===== src/sv/s2cd_pkg.sv =====
// Shared types, constants and tables for the seconds-to-calendar-date unit.
`timescale 1ns / 1ps

package s2cd_pkg;

  localparam int unsigned SecsPerDay  = 86400;
  localparam int unsigned EpochDaynum = 727869;  // March-based day number of 1993-01-01
  localparam int unsigned Days400Y    = 146097;
  localparam int unsigned Days100Y    = 36524;
  localparam int unsigned Days4Y      = 1461;
  localparam int unsigned Days1Y      = 365;
  localparam int unsigned Days5Mon    = 153;

  // Reciprocals: m = ceil(2^k / d), exact for x < 2^N with k = N + ceil(log2 d)
  localparam int unsigned Div675Shift = 35;
  localparam logic [63:0] Div675Recip = ((64'd1 << Div675Shift) + 64'd674) / 64'd675;
  localparam int unsigned Div60RemShift = 23;
  localparam logic [63:0] Div60RemRecip = ((64'd1 << Div60RemShift) + 64'd59) / 64'd60;
  localparam int unsigned Div60MinShift = 17;
  localparam logic [63:0] Div60MinRecip = ((64'd1 << Div60MinShift) + 64'd59) / 64'd60;
  localparam int unsigned Div1461Shift = 31;
  localparam logic [63:0] Div1461Recip = ((64'd1 << Div1461Shift) + 64'd1460) / 64'd1461;
  localparam int unsigned Div365Shift = 29;
  localparam logic [63:0] Div365Recip = ((64'd1 << Div365Shift) + 64'd364) / 64'd365;
  localparam int unsigned Div305Shift = 20;
  localparam logic [63:0] Div305Recip = ((64'd1 << Div305Shift) + 64'd304) / 64'd305;

  // Register stages of the day-number-to-date path; time of day is padded to match.
  localparam int unsigned CivilLatency = 10;
  localparam int unsigned TodStages    = 3;

  typedef struct packed {
    logic [19:0] daynum;
    logic [16:0] rem;
  } split_t;

  typedef struct packed {
    logic [4:0] hour;
    logic [5:0] minute;
    logic [5:0] second;
  } tod_t;

  typedef struct packed {
    logic [11:0] year;
    logic [3:0]  month;
    logic [4:0]  day_of_month;
  } date_t;

  // First day of March-based month: (mo * 306 + 5) / 10
  function automatic logic [8:0] month_start(input logic [3:0] mo);
    logic [8:0] res;
    unique case (mo)
      4'd0:    res = 9'd0;
      4'd1:    res = 9'd31;
      4'd2:    res = 9'd61;
      4'd3:    res = 9'd92;
      4'd4:    res = 9'd122;
      4'd5:    res = 9'd153;
      4'd6:    res = 9'd184;
      4'd7:    res = 9'd214;
      4'd8:    res = 9'd245;
      4'd9:    res = 9'd275;
      4'd10:   res = 9'd306;
      4'd11:   res = 9'd337;
      default: res = 9'd0;
    endcase
    return res;
  endfunction

endpackage


===== src/sv/s2cd_day_split.sv =====
// Splits a seconds count into a March-based day number and seconds within the day.
`timescale 1ns / 1ps

module s2cd_day_split (
  input  logic                  clk_i,
  input  logic                  rst_ni,
  input  logic                  valid_i,
  input  logic [31:0]           secs_i,
  output logic                  valid_o,
  output s2cd_pkg::split_t      split_o
);

  logic        vld1_q, vld2_q;
  logic [15:0] days_d, days_q;
  logic [31:0] secs_q;
  logic [50:0] div_prod;
  logic [32:0] day_secs;
  s2cd_pkg::split_t split_d, split_q;

  // secs / 86400 = (secs >> 7) / 675
  assign div_prod = 51'(secs_i[31:7]) * 51'(s2cd_pkg::Div675Recip[25:0]);
  assign days_d   = div_prod[s2cd_pkg::Div675Shift +: 16];

  assign day_secs       = 33'(days_q) * 33'(s2cd_pkg::SecsPerDay);
  assign split_d.rem    = 17'(secs_q - day_secs[31:0]);
  assign split_d.daynum = 20'(days_q) + 20'(s2cd_pkg::EpochDaynum);

  always_ff @(posedge clk_i or negedge rst_ni) begin
    if (!rst_ni) begin
      vld1_q <= 1'b0;
      vld2_q <= 1'b0;
    end else begin
      vld1_q <= valid_i;
      vld2_q <= vld1_q;
    end
  end

  always_ff @(posedge clk_i) begin
    days_q  <= days_d;
    secs_q  <= secs_i;
    split_q <= split_d;
  end

  assign valid_o = vld2_q;
  assign split_o = split_q;

endmodule


===== src/sv/s2cd_tod.sv =====
// Hour, minute and second from seconds within the day, padded to the date latency.
`timescale 1ns / 1ps

module s2cd_tod (
  input  logic              clk_i,
  input  logic [16:0]       rem_i,
  output s2cd_pkg::tod_t    tod_o
);

  localparam int unsigned PadDepth = s2cd_pkg::CivilLatency - s2cd_pkg::TodStages;

  logic [34:0] min_prod;
  logic [22:0] hour_prod;
  logic [16:0] rem_q;
  logic [10:0] totmin_d, totmin_q, totmin4_q;
  logic [16:0] min_secs;
  logic [10:0] hour_mins;
  logic [4:0]  hour_d, hour_q;
  logic [5:0]  sec_d, sec_q;
  s2cd_pkg::tod_t tod_d;
  s2cd_pkg::tod_t pad_q [PadDepth+1];

  assign min_prod = 35'(rem_i) * 35'(s2cd_pkg::Div60RemRecip[17:0]);
  assign totmin_d = min_prod[s2cd_pkg::Div60RemShift +: 11];

  assign hour_prod = 23'(totmin_q) * 23'(s2cd_pkg::Div60MinRecip[11:0]);
  assign hour_d    = hour_prod[s2cd_pkg::Div60MinShift +: 5];
  assign min_secs  = 17'(totmin_q) * 17'd60;
  assign sec_d     = 6'(rem_q - min_secs);

  assign hour_mins    = 11'(hour_q) * 11'd60;
  assign tod_d.hour   = hour_q;
  assign tod_d.minute = 6'(totmin4_q - hour_mins);
  assign tod_d.second = sec_q;

  always_ff @(posedge clk_i) begin
    rem_q     <= rem_i;
    totmin_q  <= totmin_d;
    hour_q    <= hour_d;
    sec_q     <= sec_d;
    totmin4_q <= totmin_q;
    pad_q[0]  <= tod_d;
    for (int i = 1; i <= PadDepth; i++) begin
      pad_q[i] <= pad_q[i-1];
    end
  end

  assign tod_o = pad_q[PadDepth];

endmodule


===== src/sv/s2cd_civil.sv =====
// March-based day number to Gregorian year, month and day of month.
`timescale 1ns / 1ps

module s2cd_civil (
  input  logic              clk_i,
  input  logic              rst_ni,
  input  logic              valid_i,
  input  logic [19:0]       daynum_i,
  output logic              valid_o,
  output s2cd_pkg::date_t   date_o
);

  logic [s2cd_pkg::CivilLatency-1:0] vld_q;

  // stage 3..12 registers
  logic [19:0] t0_q, dn3_q;
  logic [19:0] t1_q, dn4_q;
  logic [9:0]  q4_q;
  logic [19:0] t1b_q, dn5_q;
  logic [19:0] t2_q, dn6_q;
  logic [11:0] yr7_q;
  logic [19:0] dn7_q;
  logic [19:0] p8_q, dn8_q;
  logic [9:0]  corr8_q;
  logic [11:0] yr8_q;
  logic [8:0]  doy9_q;
  logic [11:0] yr9_q;
  logic [1:0]  q10_q;
  logic [7:0]  r10_q;
  logic [8:0]  doy10_q;
  logic [11:0] yr10_q;
  logic [3:0]  mo11_q;
  logic [8:0]  doy11_q;
  logic [11:0] yr11_q;
  s2cd_pkg::date_t date_d, date_q;

  logic [2:0]  q400;
  logic [4:0]  q100;
  logic [19:0] x1461;
  logic [40:0] prod1461;
  logic [40:0] prod365;
  logic        ge2000, ge2100;
  logic [4:0]  c100;
  logic [2:0]  c400;
  logic [20:0] yr_days;
  logic [19:0] doy_full;
  logic        ge153, ge306;
  logic [8:0]  r_full;
  logic [10:0] r_x10;
  logic [22:0] prod305;
  logic [8:0]  mstart;
  logic [9:0]  day_full;
  logic [4:0]  mo2;
  logic        wrap;

  // 400-year correction is 4 or 5 over the input range
  assign q400 = (daynum_i >= 20'(5 * s2cd_pkg::Days400Y - 1)) ? 3'd5 : 3'd4;
  // 100-year correction is 19..21 over the input range
  assign q100 = 5'd19 + 5'(t0_q >= 20'(20 * s2cd_pkg::Days100Y))
                      + 5'(t0_q >= 20'(21 * s2cd_pkg::Days100Y));

  assign x1461    = t1_q + 20'd1;
  assign prod1461 = 41'(x1461) * 41'(s2cd_pkg::Div1461Recip[20:0]);
  assign prod365  = 41'(t2_q) * 41'(s2cd_pkg::Div365Recip[20:0]);

  assign ge2000  = yr7_q >= 12'd2000;
  assign ge2100  = yr7_q >= 12'd2100;
  assign c100    = 5'd19 + 5'(ge2000) + 5'(ge2100);
  assign c400    = 3'd4 + 3'(ge2000);
  assign yr_days = 21'(yr7_q) * 21'(s2cd_pkg::Days1Y);

  assign doy_full = dn8_q - p8_q - 20'(corr8_q);

  assign ge153  = doy9_q >= 9'(s2cd_pkg::Days5Mon);
  assign ge306  = doy9_q >= 9'(2 * s2cd_pkg::Days5Mon);
  assign r_full = doy9_q - (ge306 ? 9'(2 * s2cd_pkg::Days5Mon)
                                  : (ge153 ? 9'(s2cd_pkg::Days5Mon) : 9'd0));

  assign r_x10   = 11'(r10_q) * 11'd10;
  assign prod305 = 23'(r_x10) * 23'(s2cd_pkg::Div305Recip[11:0]);

  assign mstart              = s2cd_pkg::month_start(mo11_q);
  assign day_full            = 10'(doy11_q) + 10'd1 - 10'(mstart);
  assign mo2                 = 5'(mo11_q) + 5'd2;
  assign wrap                = mo2 >= 5'd12;
  assign date_d.day_of_month = day_full[4:0];
  assign date_d.year         = yr11_q + 12'(wrap);
  assign date_d.month        = wrap ? 4'(mo2 - 5'd11) : 4'(mo2 + 5'd1);

  always_ff @(posedge clk_i or negedge rst_ni) begin
    if (!rst_ni) begin
      vld_q <= '0;
    end else begin
      vld_q <= {vld_q[s2cd_pkg::CivilLatency-2:0], valid_i};
    end
  end

  always_ff @(posedge clk_i) begin
    t0_q    <= daynum_i - 20'(q400);
    dn3_q   <= daynum_i;
    t1_q    <= t0_q + 20'(q100);
    dn4_q   <= dn3_q;
    q4_q    <= prod1461[s2cd_pkg::Div1461Shift +: 10];
    t1b_q   <= t1_q;
    dn5_q   <= dn4_q;
    t2_q    <= t1b_q - 20'(q4_q);
    dn6_q   <= dn5_q;
    yr7_q   <= prod365[s2cd_pkg::Div365Shift +: 12];
    dn7_q   <= dn6_q;
    p8_q    <= yr_days[19:0];
    corr8_q <= 10'(yr7_q[11:2]) - 10'(c100) + 10'(c400);
    yr8_q   <= yr7_q;
    dn8_q   <= dn7_q;
    doy9_q  <= doy_full[8:0];
    yr9_q   <= yr8_q;
    q10_q   <= 2'(ge153) + 2'(ge306);
    r10_q   <= r_full[7:0];
    doy10_q <= doy9_q;
    yr10_q  <= yr9_q;
    mo11_q  <= 4'(q10_q) * 4'd5 + 4'(prod305[s2cd_pkg::Div305Shift +: 3]);
    doy11_q <= doy10_q;
    yr11_q  <= yr10_q;
    date_q  <= date_d;
  end

  assign valid_o = vld_q[s2cd_pkg::CivilLatency-1];
  assign date_o  = date_q;

endmodule


===== src/sv/seconds_to_calendar_date_unit.sv =====
// Top level: seconds since 1993-01-01 to Gregorian date and time of day.
//
//   channel  | ports                                   | transfer
//   ---------+-----------------------------------------+---------------------------
//   command  | start_i, busy_o, seconds_count_i        | start_i high, busy_o low
//   result   | done_o, year_o, month_o, day_of_month_o,| done_o high, one cycle
//            | hour_o, minute_o, second_o              |
//
// One item per cycle; each result passes 2 stages day split, then 10 stages
// day number to date; time of day runs alongside.
// busy_o stays low: the result side takes every result, so nothing stalls.
// Reset clears only the valid bits; results come out in command order.
`timescale 1ns / 1ps

module seconds_to_calendar_date_unit (
  input  logic        clk_i,
  input  logic        rst_ni,
  input  logic        start_i,
  output logic        busy_o,
  input  logic [31:0] seconds_count_i,
  output logic        done_o,
  output logic [11:0] year_o,
  output logic [3:0]  month_o,
  output logic [4:0]  day_of_month_o,
  output logic [4:0]  hour_o,
  output logic [5:0]  minute_o,
  output logic [5:0]  second_o
);

  logic             split_vld;
  s2cd_pkg::split_t split;
  s2cd_pkg::tod_t   tod;
  s2cd_pkg::date_t  date;

  assign busy_o = 1'b0;

  s2cd_day_split u_split (
    .clk_i   (clk_i),
    .rst_ni  (rst_ni),
    .valid_i (start_i),
    .secs_i  (seconds_count_i),
    .valid_o (split_vld),
    .split_o (split)
  );

  s2cd_tod u_tod (
    .clk_i (clk_i),
    .rem_i (split.rem),
    .tod_o (tod)
  );

  s2cd_civil u_civil (
    .clk_i    (clk_i),
    .rst_ni   (rst_ni),
    .valid_i  (split_vld),
    .daynum_i (split.daynum),
    .valid_o  (done_o),
    .date_o   (date)
  );

  assign year_o         = date.year;
  assign month_o        = date.month;
  assign day_of_month_o = date.day_of_month;
  assign hour_o         = tod.hour;
  assign minute_o       = tod.minute;
  assign second_o       = tod.second;

endmodule


===== config.mk =====
export PLATFORM = sky130hd
export DESIGN_NAME = seconds_to_calendar_date_unit
export DESIGN_NICKNAME = d
export VERILOG_FILES = /design/src/sv/s2cd_pkg.sv /design/src/sv/s2cd_day_split.sv /design/src/sv/s2cd_tod.sv /design/src/sv/s2cd_civil.sv /design/src/sv/seconds_to_calendar_date_unit.sv
export SDC_FILE = /design/constraint.sdc
export NUM_CORES = 2
export LEC_CHECK = 0
export ABC_CLOCK_PERIOD_IN_PS = 10930
export BUFFER_PORTS_ARGS = -buffer_cell sky130_fd_sc_hd__buf_2
export CORE_ASPECT_RATIO = 1.1
export CORE_MARGIN = 4
export CORE_UTILIZATION = 65
export CTS_BUF_LIST = sky130_fd_sc_hd__clkbuf_4 sky130_fd_sc_hd__clkbuf_8 sky130_fd_sc_hd__clkbuf_16
export DETAILED_ROUTE_END_ITERATION = 8
export PLACE_DENSITY = 0.89
export SYNTH_ARGS = -nofsm -noshare
export SYNTH_HDL_FRONTEND = slang
export SYNTH_SLANG_ARGS = --single-unit
export TNS_END_PERCENT = 30

===== constraint.sdc =====
create_clock -name clk_i -period 10.93 [get_ports clk_i]
set_clock_uncertainty 0.2 [all_clocks]
set_input_delay 1.093 -clock clk_i [delete_from_list [all_inputs] [get_ports clk_i]]
set_output_delay 1.093 -clock clk_i [all_outputs]
set_load 0.03 [all_outputs]

==> results by group <==
Outcome
  – Status: complete, no violations

Route
  – Vias: 28,175
  – Routed WL: 92.4 mm
  – 1st-iter DRT viols: 1,374
  – DRT Pass-1 Iters: 7
  – DR vias/cell: 5.51
  – Detailed-route DRC error count: 0
  – Mean routed wirelength per cell: 18.1 µm
  – Routed Antenna Nets: 0

Yosys
  – Post-synthesis compound-gate area fraction: 0.0578
  – Leading cell type by number of instances after synthesis: ha_1
  – Largest family of logic cells by synthesized area: adder cells
  – Distinct cells, synth: 73
  – Post-Synth Simple-Gate Area: 0.0429
  – Register area share after synthesis: 0.240
  – Async set or reset register ratio after synthesis: 0.0226
  – Post-Synthesis Cells: 4,057
  – Synthesized flop and latch total: 530
  – Ys flop type: dfxtp_1
  – Post-synth EDFFs: 0
  – Post-synthesis mux area share: 0.000225
  – Synth area leader: ha_1
  – Synth Area in XOR/XNOR: 0.0443
  – Post-synth top cells: ha_1, inv_1, fa_1
  – Post-Syn Area per Cell: 11.0 µm²
  – Synth warn: 0
  – Synth Area in Adders: 0.530
  – Syn nets: 5,638
  – Synth top area share: 0.277
  – Ranking of synthesized cells by area: ha_1, fa_1, dfxtp_1, inv_1, xnor2_1
  – Post-synth design cell area: 0.0444 mm²

Setup path
  – Crit-path most repeated cell: fa_1
  – Crit. End Element: flop
  – Worst setup SP type: flop
  – Crit path required time: roughly 11 ns
  – Crit path max-delay cell type: o41ai_1
  – R2R setup slack: between 1.5 and 2 ns
  – Setup CP Type: flop to flop
  – CP peak stage delay: 0.63 ns
  – WP data arrival: about 9.5 ns
  – Worst Path Max Fanout: 10

Global route
  – Vias in the first global route: 31,629
  – Wire length of the first global-routing pass: approximately 150 mm
  – GRT Residual Overflow: 0
  – Overall Global Routing Usage: 0.262
  – Largest net degree at the start of global routing: 17
  – Initial antenna violation count: 1

Die
  – Initial core utilization: 0.657
  – IO Pins: 75
  – Chip height: 282 µm
  – Rows: 100
  – Die X: 257 µm
  – Core box area: 0.0677 mm²
  – Die ar.: 0.0726 mm²

Clock network
  – Num CTS Buffers: 48
  – CTS Buffer Depth: 3
  – CTS resizes: 0
  – H-tree depth: 2
  – CTS tree: built
  – Worst-path clk slew: 0.07 ns
  – Clk_lat worst skew: 0.61 ns
  – Post-CTS Setup Bufs: 0
  – Clk Tree Root Cell: clkbuf_16
  – CTS Sinks: 530
  – CTS Hold Bufs: 0

Placed design
  – Gpl congestion: 0.959
  – Post-detail-place hpwl: 74.4 mm
  – I/O Buffers: 73

Finish
  – Storage element area: 0.0107 mm²
  – Layout cells sized above 1: 0.0445
  – Layout fillers: 4,512
  – Ant diodes: 0
  – Syn-to-layout area delta: 6.82%
  – Multi-input combinational cell area: 0.0300 mm²
  – Final #Nets: 5,739

STA
  – Tmin final: 9.16 ns
  – Final Hold Fails: 0
  – Worst hold slack: ~0.10 ns
  – RSZ-0062 raised after global routing: false
  – Pins Over Slew Limit: 0
  – F_max: 109 MHz
  – Final setup violation count: 0
  – Setup TNS: 0 ns
  – Final worst path period share: 0.838
  – Measured slew at the worst slew-check pin: 0.874 ns
  – Max-Slew Margin vs Limit: 0.413

Min path
  – Hold crit path type: flop to flop

Flow run
  – Max Cap Viol: 0
## layout make-up
type | instances | area share
clock buffer | 59 | 0.0277
sequential | 530 | 0.225
tap | 918 | 0.0242
inverter | 960 | 0.0759
clock inverter | 31 | 0.00733
timing repair buffer | 74 | 0.00785
multi-input combinational | 2544 | 0.632
## worst max-delay path: cells and delay by family, from the launching register on
family | cells | cell delay (ns)
buf+inv | 6 | 0.44
simple gates | 4 | 0.39
compound gates | 9 | 1.86
xor+xnor | 3 | 1.04
flops | 1 | 0.46
mux | 1 | 0.26
fa+ha+maj | 11 | 4.44
## logic make-up (layout without fill, tap and decap cells)
kind of cell	after synthesis	in the layout
adders and majority gates	1546	1546
xor gates and xnor gates	225	225
buffers and inverters	983	1124
other	1	1
muxes	1	1
and+or+nand+nor	381	381
AOI/OAI and AO/OA	390	390
DFF	530	530
## path summary, 6_finish.rpt
| check | from | to | depth (start not counted) |
|---|---|---|---|
| worst max register to register | u_civil.r10_q[1] | u_civil.mstart[0] | 34 |
| worst max-delay path | u_civil.r10_q[1] | u_civil.mstart[0] | 34 |
| worst min-delay path | u_civil.dn6_q[0] | u_civil.dn7_q[0] | 0 |
| max in group asynchronous | rst_ni | u_civil.vld_q[5] | 1 |
| min in group asynchronous | rst_ni | u_civil.vld_q[7] | 1 |
| worst min register to register | u_civil.dn6_q[0] | u_civil.dn7_q[0] | 0 |
## per-stage QoR
stage                     std cells  instance area (µm²)   util  setup slack [ns]
final                          5116                47500  0.701              1.77
after CTS                      5116                47500  0.701              1.72
after floorplan                4057                44400      -              2.58
after global routing           5116                47500  0.701              1.08
after detailed placement       5026                45800  0.677              1.74
after global placement         5026                45800  0.677              2.02
## placed cells by master, fill, tap and decap left out, types with 6 or more instances in the layout
cell,count
buf_2,73
a21o_1,53
a211oi_1,18
nand2b_1,14
clkbuf_4,6
nand4_1,16
inv_1,960
nor4_1,12
ha_1,985
nor2_1,103
a31oi_1,9
xnor2_1,140
clkbuf_16,48
nand2_1,74
clkinvlp_4,8
a21boi_0,10
or3_1,7
fa_1,561
xor2_1,85
o21a_1,24
and3_1,28
o21bai_1,14
o31ai_1,16
nor2b_1,20
a31o_2,6
clkinv_2,9
dfxtp_1,518
o21ai_0,72
and2_1,6
dfrtp_1,12
o211ai_1,10
nand3_1,44
o22ai_1,7
nor3_1,33
a21oi_1,103
## state kept, by name, indices dropped and copies added, names as in the netlist, 10 cells and up
signal,flops
u_civil.yr8_q,10
u_civil.yr10_q,12
u_split.days_q,16
u_civil.yr9_q,12
u_civil.t0_q,20
u_civil.date_o,21
u_tod.totmin_q,11
u_civil.t1_q,20
u_civil.vld_q,10
u_split.split_o,36
u_civil.yr11_q,12
u_civil.t1b_q,20
u_civil.yr7_q,12
u_civil.q4_q,10
u_split.secs_q,17
u_civil.t2_q,20
u_tod.pad_q,136
## layer usage
| layer | GRT usage | routed length (µm) | part of all wire | up-vias |
|---|---|---|---|---|
| met3 | 0.0288 | 3590 | 0.039 | 312 |
| met4 | 0.123 | 4620 | 0.050 | 0 |
| met2 | 0.497 | 49200 | 0.53 | 736 |
| met1 | 0.296 | 34900 | 0.38 | 13968 |
| met5 | 0 | 0 | 0 | - |
| li1 | - | - | - | 13159 |
Power is not shown: default switching activity piles up to over one toggle a cycle in this logic, so the estimate is an artifact.
